$ cat config.mk
export PLATFORM = sky130hd
export DESIGN_NAME = rmbd_fifo
export DESIGN_NICKNAME = d
export VERILOG_FILES = /design/src/hw/rtl/rmbd_pkg.sv /design/src/hw/rtl/rmbd_fifo.sv
export SDC_FILE = /design/constraint.sdc
export NUM_CORES = 1
export LEC_CHECK = 0
export BUFFER_PORTS_ARGS = -buffer_cell sky130_fd_sc_hd__clkbuf_2
export CORE_ASPECT_RATIO = 1.4
export CORE_UTILIZATION = 25
export DETAILED_ROUTE_END_ITERATION = 12
export PLACE_DENSITY = 0.54
export REMOVE_ABC_BUFFERS = 1
export SYNTH_ARGS = -nofsm -noshare
export SYNTH_HDL_FRONTEND = slang
export SYNTH_SLANG_ARGS = --single-unit
$ cat constraint.sdc
create_clock -name clk -period 4.8 [get_ports clk]
set_clock_uncertainty 0.1 [all_clocks]
set_input_delay 0.72 -clock clk [delete_from_list [all_inputs] [get_ports clk]]
set_output_delay 0.72 -clock clk [all_outputs]
set_load 0.05 [all_outputs]
$ cat src/hw/rtl/rmbd_pkg.sv
// Shared types and constants for the RGBA mip pyramid downsampler.
package rmbd_pkg;
	localparam int MaxWidth = 4096;
	localparam int MaxLevels = 13;
	localparam int LvlW = 4;
	localparam int PosW = 12;
	localparam int AddrW = 12;
	localparam logic [1:0] CfgWidth = 2'd0;
	localparam logic [1:0] CfgHeight = 2'd1;
	localparam logic [1:0] CfgLevels = 2'd2;

	typedef struct packed {
		logic [7:0] r;
		logic [7:0] g;
		logic [7:0] b;
		logic [7:0] a;
	} pix_t;

	typedef struct packed {
		logic [9:0] r;
		logic [9:0] g;
		logic [9:0] b;
		logic [9:0] a;
	} psum_t;

	typedef struct packed {
		logic [LvlW-1:0] lvl;
		logic [PosW-1:0] x;
		logic [PosW-1:0] y;
		pix_t px;
		logic last;
	} res_t;
endpackage

$ cat src/hw/rtl/rmbd_fifo.sv
// Two-entry input request queue between the front end and the level engine.
module rmbd_fifo import rmbd_pkg::*; (
	input  logic clk,
	input  logic arst_n,
	input  logic in_valid,
	output logic in_ready,
	input  pix_t in_px,
	output logic out_valid,
	input  logic out_ready,
	output pix_t out_px
);
	pix_t mem_q [2];
	logic wp_q, rp_q;
	logic [1:0] cnt_q;
	logic push, pop;

	assign in_ready = cnt_q != 2'd2;
	assign out_valid = cnt_q != 2'd0;
	assign out_px = mem_q[rp_q];
	assign push = in_valid && in_ready;
	assign pop = out_valid && out_ready;

	always_ff @(posedge clk or negedge arst_n) begin
		if (!arst_n) begin
			wp_q <= 1'b0;
			rp_q <= 1'b0;
			cnt_q <= 2'd0;
		end else begin
			if (push) wp_q <= ~wp_q;
			if (pop) rp_q <= ~rp_q;
			cnt_q <= cnt_q + {1'b0, push} - {1'b0, pop};
		end
	end

	always_ff @(posedge clk) begin
		if (push) mem_q[wp_q] <= in_px;
	end

`ifndef SYNTHESIS
	a_no_overflow: assert property (@(posedge clk) disable iff (!arst_n)
		cnt_q == 2'd2 |-> !in_ready) else $error("queue overflow");
	a_cnt_range: assert property (@(posedge clk) disable iff (!arst_n)
		cnt_q != 2'd3) else $error("bad count");
	a_pop_count: assert property (@(posedge clk) disable iff (!arst_n)
		(pop && !push) |=> cnt_q == $past(cnt_q) - 2'd1) else $error("pop lost");
`endif
endmodule

==> flow_metrics.tcl, run 1 <==
set metrics [dict create \
    status "finished with violations" \
    violations "DRC" \
    dieHeight_um 121 \
    nets 232 \
    clockBufferDepth 2 \
    max_freq_mhz 350 \
    grt_max_degree 33 \
    ys_types 15 \
    critPathArrivalTime_ns 2.04 \
    first_iter_violations 33 \
    die_x_um 86.9 \
    syn_area_per_cell_sq_um 21.5 \
    power.density_nw_per_um2 740 \
    rsz0062_at_grt "false" \
    finalSetupTns_ns 0 \
    slew_violations 0 \
    grt_pass1_vias 1413 \
    slowest_stage "dfrtp_1" \
    numCtsBuffers 9 \
    port_buffers 69 \
    hold_viol 0 \
    track_usage 0.0933 \
    syn_to_final_growth_pct 30.8 \
    dpl_cell_area_sq_um 3010 \
    critPathLaunchType "register" \
    cp-end-kind "primary output" \
    cts_root_buffer "clkbuf_16" \
    r2r_setup_slack_ns 2.88 \
    place.gp.congestion 0.672 \
    cp_cell_sequence "buf_4, mux2_2, clkbuf_2" \
    clk_latency_ns 0.32 \
    p_leak_uw 0.00124 \
    max_stage_delay_ns 0.67 \
    cts_setup_buffers 0 \
    synth_seq_cells 68 \
    fp-row-count 43 \
    fin_area_sq_um 3300 \
    cp_data_required_time_ns 3.98 \
    synth_cells 117 \
    ios 70 \
    ant_nets 0 \
    path_class "reg2out" \
    rr_endpoint "mem_q[0][10]$_DFFE_PP_" \
    cts_tree "yes" \
    timing.rr.start "cnt_q[1]$_DFF_PN0_" \
    critPathBufInv 2 \
    n_antenna_cell 0 \
    fin_crit_sh 0.595 \
    yosysSeqAreaShare 0.802 \
    synth_area_sq_um 2520 \
    clk_pin_slew_worst_paths_ns 0.05 \
    worstMarginPinSlew_ns 0.971 \
    cp_top_family "flip-flops" \
    wire_per_inst_um 13.3 \
    viasPerCell 3.87 \
    vdd_drop_max_mv 0.309 \
    max-slew-margin-rel 0.351 \
    drv_cap 0 \
    first_pass_iters 9 \
    initial_utilization 0.256 \
    htree_levels 3 \
    die-area_sq_um 10500 \
    setup_viol 0 \
    wirelength_um 4450 \
    drc_errors 1 \
    cts.repair.resized 0 \
    cp_max_fo 21 \
    rr_worst_depth 3 \
    drive_above_1_share 0.588 \
    cts_sinks 68 \
    vias 1293 \
    antenna_found_initial 0 \
    grt_pass1_wl_um 6780 \
    ctsHoldBuffers 0 \
    core_sq_um 9850 \
    ys.warnings.count 0 \
    grt_overflow_total 0 \
    layout_min_cycle_time_ns 2.86 \
    hp-class "in2async" \
]
==> through the flow <==
stage	instances	total power (uW)	worst slack (ns)	utilization	hold WS [ns]
after floorplan	113	1620	1.90	-	0.324
after global placement	318	1850	2.21	0.306	0.402
after detailed placement	318	1850	2.22	0.306	0.411
after CTS	334	2490	1.85	0.335	0.0933
after global routing	334	2560	1.80	0.335	0.0933
final	334	2440	1.94	0.335	0.102
==> worst reg2reg max path, cell delays in order, from the launching register on <==
cell	delay (ns)
dfrtp_1	0.39
nand2b_1	0.13
nand2_1	0.14
nor2_4	0.77
==> logic make-up after synthesis <==
| kind of cell | Yosys count | share of synthesized area |
|---|---|---|
| DFF | 68 | 0.802 |
| muxes | 32 | 0.143 |
| buffers and inverters | 5 | 0.0169 |
| xor gates and xnor gates | 4 | 0.0139 |
| and+or+nand+nor | 6 | 0.0139 |
| adders and majority gates | 2 | 0.00993 |
==> cell usage after synthesis <==
master / n / share of area
or2_1: 1 / 0.0025
nand2_1: 1 / 0.0015
nand2b_1: 1 / 0.0025
and2_4: 1 / 0.0035
nor2_1: 1 / 0.0015
ha_1: 2 / 0.0099
xor2_1: 1 / 0.0035
xnor2_1: 3 / 0.010
mux2_2: 32 / 0.14
dfrtp_1: 4 / 0.040
and3_1: 1 / 0.0025
edfxtp_1: 64 / 0.76
inv_1: 1 / 0.0015
buf_6: 3 / 0.013
buf_2: 1 / 0.0020
==> worst max path at each step <==
stage | start | end | slack (ns) | cells past startpoint
floorplan | cnt_q[0]$_DFF_PN0_ | mem_q[0][0]$_DFFE_PP_ | 1.90 | 3
global placement | rp_q$_DFFE_PN0P_ | out_px[4] | 2.21 | 3
detailed placement | rp_q$_DFFE_PN0P_ | out_px[4] | 2.22 | 3
CTS | rp_q$_DFFE_PN0P_ | out_px[4] | 1.85 | 3
global route | rp_q$_DFFE_PN0P_ | out_px[4] | 1.80 | 3
finish | rp_q$_DFFE_PN0P_ | out_px[4] | 1.94 | 3
==> per-layer routing <==
| metal | wire length [um] | share of wire | up-vias | track usage |
|---|---|---|---|---|
| met2 | 2540 | 0.57 | 43 | 0.167 |
| met5 | 0 | 0 | - | 0 |
| met3 | 240 | 0.054 | 7 | 0.0328 |
| li1 | - | - | 606 | - |
| met4 | 82 | 0.018 | 0 | 0.0719 |
| met1 | 1590 | 0.36 | 637 | 0.0832 |
==> report_power, final <==
group / internal (uW) / leakage (uW) / switching, uW / total [uW]
clock network: 398 / 0.000131 / 222 / 621
logic: 259 / 0.000467 / 687 / 946
registers: 817 / 0.000641 / 55.2 / 872
==> cell usage in the layout (no fill, tap or decap), drive strengths merged <==
cell type	instances
clkinvlp	2
bufinv	1
inv	1
or2	1
nand2b	1
nor2	1
xnor2	3
dfrtp	4
buf	1
ha	2
and2	1
mux2	32
clkinv	2
clkbuf	80
edfxtp	64
xor2	1
nand2	1
and3	1
==> cell type report <==
| cell class | count | area [sq um] |
|---|---|---|
| clock buffer | 11 | 233 |
| clock inverter | 5 | 52.6 |
| fill | 980 | 6550 |
| inverter | 1 | 3.75 |
| multi-input combinational | 44 | 464 |
| sequential | 68 | 2020 |
| tap | 135 | 169 |
| timing repair buffer | 70 | 353 |
==> state kept, by name, indices dropped and copies added, names as in the netlist <==
name	cells
mem_q	64
cnt_q	2
rp_q	1
wp_q	1
No activity file was read; power rests on OpenSTA's default activity.
==> inputs of run 2 (changes only) <==
--- a/config.mk
+++ b/config.mk
@@ -5,11 +5,12 @@
 export SDC_FILE = /design/constraint.sdc
 export NUM_CORES = 1
 export LEC_CHECK = 0
+export ABC_AREA = 1
 export BUFFER_PORTS_ARGS = -buffer_cell sky130_fd_sc_hd__clkbuf_2
 export CORE_ASPECT_RATIO = 1.4
 export CORE_UTILIZATION = 25
 export DETAILED_ROUTE_END_ITERATION = 12
-export PLACE_DENSITY = 0.54
+export PLACE_DENSITY = 0.56
 export REMOVE_ABC_BUFFERS = 1
 export SYNTH_ARGS = -nofsm -noshare
 export SYNTH_HDL_FRONTEND = slang
==> constraint.sdc (replaced) <==
create_clock -name clk -period 2.6 [get_ports clk]
set_clock_uncertainty 0.1 [all_clocks]
set_input_delay 0.39 -clock clk [delete_from_list [all_inputs] [get_ports clk]]
set_output_delay 0.39 -clock clk [all_outputs]
set_load 0.05 [all_outputs]
==> run 2 against run 1 <==
Compared with the run above: the flow now finishes without violations; die area grew 3.6%; via count grew 26%; final cell count grew 25%; clock power grew 120%; first-iteration DRC count grew 88%; combinational power grew 110%; critical path depth grew 1; final area grew 4.4%; critical endpoint is now out_px[8].
==> flow_metrics.tcl, run 2 <==
set metrics [dict create \
    syn_area_per_cell_sq_um 13.1 \
    cts_tree "yes" \
    synth.most_common_cell "nand2_1" \
    regMostFlops "mem_q" \
    final_common_cell "nand2_1" \
    dpl_cell_area_sq_um 3090 \
    grt_pass1_wl_um 8000 \
    p_leak_uw 0.00151 \
    synthFlopType "edfxtp_1" \
    synth_edf_count 64 \
    synth-xor-area-share 0 \
    netlist_top_cells_area "edfxtp_1 (74%), nand2_1 (14%), dfrtp_1 (3.8%)" \
    numCtsBuffers 9 \
    ys.warnings.count 0 \
    critPathLaunchType "register" \
    first_iter_violations 62 \
    cts.repair.resized 0 \
    htree_levels 3 \
    yosys.area.top_type_share 0.736 \
    path_class "reg2out" \
    ys_types 12 \
    pwr-share-clk 0.275 \
    slew_violations 0 \
    clk_latency_ns 0.33 \
    dieHeight_um 123 \
    cp_data_required_time_ns 2.11 \
    slowest_stage "dfrtp_1" \
    die-area_sq_um 10900 \
    ios 70 \
    worstMarginPinSlew_ns 0.581 \
    drive_above_1_share 0.355 \
    cp_cell_sequence "buf_4, nand2_1, nand2_1, clkbuf_2" \
    fin_area_sq_um 3440 \
    wire_per_inst_um 12.6 \
    power_frac_comb 0.405 \
    synth_top_area_cell "edfxtp_1" \
    syn_to_final_growth_pct 31.8 \
    port_buffers 69 \
    viasPerCell 3.90 \
    max-slew-margin-rel 0.613 \
    first_pass_iters 4 \
    drv_cap 0 \
    muxShareOfSynthArea 0 \
    max_freq_mhz 434 \
    status "finished clean" \
    cp-end-kind "primary output" \
    synth-compound-area-share 0 \
    cp_max_fo 15 \
    dp_hpwl_um 3250 \
    ant_nets 0 \
    synth_cells 199 \
    cts_sinks 68 \
    core_sq_um 10000 \
    synth_commonest_cells "nand2_1 (99), edfxtp_1 (64), nand2_2 (10)" \
    place_ws_ns 0.598 \
    nets 315 \
    yosysSeqAreaShare 0.774 \
    die_x_um 88.4 \
    initial_utilization 0.261 \
    power_switching_uw 2170 \
    drc_errors 0 \
    rsz0062_at_grt "false" \
    grt_max_degree 34 \
    cts_setup_buffers 0 \
    antenna_found_initial 0 \
    synth_area_sq_um 2610 \
    cts_root_buffer "clkbuf_16" \
    seqPwrFrac 0.320 \
    async_flop_share 0.0588 \
    synthAdderAreaFrac 0.00958 \
    n_antenna_cell 0 \
    fp-row-count 43 \
    synth_top_family_by_area "simple AND/OR/NAND/NOR gates" \
    grt_overflow_total 0 \
    synth_seq_cells 68 \
    finalWorstSetupSlack_ns 0.293 \
    wirelength_um 5240 \
    place.gp.congestion 0.721 \
    multi_input_comb_area_sq_um 485 \
    vias 1628 \
    setup_viol 0 \
    intPower_uw 2830 \
    clk_pin_slew_worst_paths_ns 0.06 \
    hold_viol 0 \
    critPathArrivalTime_ns 1.82 \
    power.density_nw_per_um2 1450 \
    track_usage 0.107 \
    power.share.switching 0.434 \
    seq_area_sq_um 2020 \
    vdd_drop_max_mv 0.900 \
    fill_cells 1031 \
    clockBufferDepth 2 \
    reg_top3 "mem_q x64, cnt_q x2" \
    critPathMostFrequentCell "nand2_1" \
    grt_pass1_vias 1626 \
    layout_min_cycle_time_ns 2.31 \
    hp-class "in2reg" \
    fin_crit_sh 0.887 \
    most-common-layout-cells "nand2_1 (99), clkbuf_2 (69), edfxtp_1 (64)" \
    synthSimpleGateAreaFrac 0.173 \
    largest_reg_flops 64 \
    max_stage_delay_ns 0.71 \
]
-- run 2: cell types whose count changed after synthesis, sizes merged --
cell	before	now
and2	1	0
inv	1	9
xnor2	3	0
nand2	1	109
and3	1	0
or2	1	0
nand3	0	3
nand2b	1	0
buf	4	7
xor2	1	0
mux2	32	0
-- run 2: area by class of cell --
| class | instances | share of cell area |
|---|---|---|
| multi-input combinational | 115 | 0.141 |
| clock buffer | 9 | 0.0654 |
| clock inverter | 7 | 0.0334 |
| timing repair buffer | 74 | 0.112 |
| inverter | 9 | 0.0120 |
| sequential | 68 | 0.587 |
| tap | 135 | 0.0491 |
-- run 2: what timing repair did --
| item | 4_1_cts | 5_1_grt |
|---|---|---|
| endpoints found under the setup margin | 0 | 0 |
| hold buffers | 1 | 0 |
| endpoints found under the hold margin | 4 | 0 |
-- run 2: cells by family (layout without fill, tap and decap cells) --
family / Yosys count / count (layout)
flip-flops: 68 / 68
buffers and inverters: 16 / 99
AND/OR/NAND/NOR: 113 / 113
adder cells (fa/ha/maj): 2 / 2
-- run 2: layer usage --
metal | track usage | part of all wire
met5 | 0 | 0
met4 | 0.0635 | 0.021
met3 | 0.0387 | 0.048
met2 | 0.185 | 0.53
met1 | 0.109 | 0.40
-- run 2: power by group through the flow --
stage	logic (uW)	registers, uW	clock network (uW)
finish	2020	1600	1370
global route	2200	1630	1460
CTS	2080	1610	1420
detailed placement	2070	1630	0
global placement	2050	1620	0
floorplan	1490	1640	0
-- run 2: final timing paths --
kind | start | endpoint | slack [ns] | cells after the start
min | in_px[15] | mem_q[0][15]$_DFFE_PP_ | 0.15 | 1
max in group asynchronous | arst_n | cnt_q[0]$_DFF_PN0_ | 1.96 | 2
max | rp_q$_DFFE_PN0P_ | out_px[8] | 0.29 | 4
min reg2reg | wp_q$_DFFE_PN0N_ | wp_q$_DFFE_PN0N_ | 0.37 | 2
max reg2reg | cnt_q[1]$_DFF_PN0_ | mem_q[1][10]$_DFFE_PP_ | 0.97 | 4
min in group asynchronous | arst_n | wp_q$_DFFE_PN0N_ | 0.31 | 2
-- run 2: stage by stage --
stage	hold WS, ns	total power, uW	util	setup TNS (ns)	instances
after floorplan	-0.00559	3120	-	-7.25	192
after global placement	0.114	3670	0.309	0	400
after detailed placement	0.110	3700	0.309	0	400
after CTS	0.130	5100	0.344	0	417
after global routing	0.129	5280	0.344	0	417
final	0.151	5000	0.344	0	417
-- run 2: worst max-delay path, delay by kind of cell (launching register included) --
kind / cells / cell delay, ns
DFF: 1 / 0.71
buffers and inverters: 2 / 0.61
and+or+nand+nor: 2 / 0.17
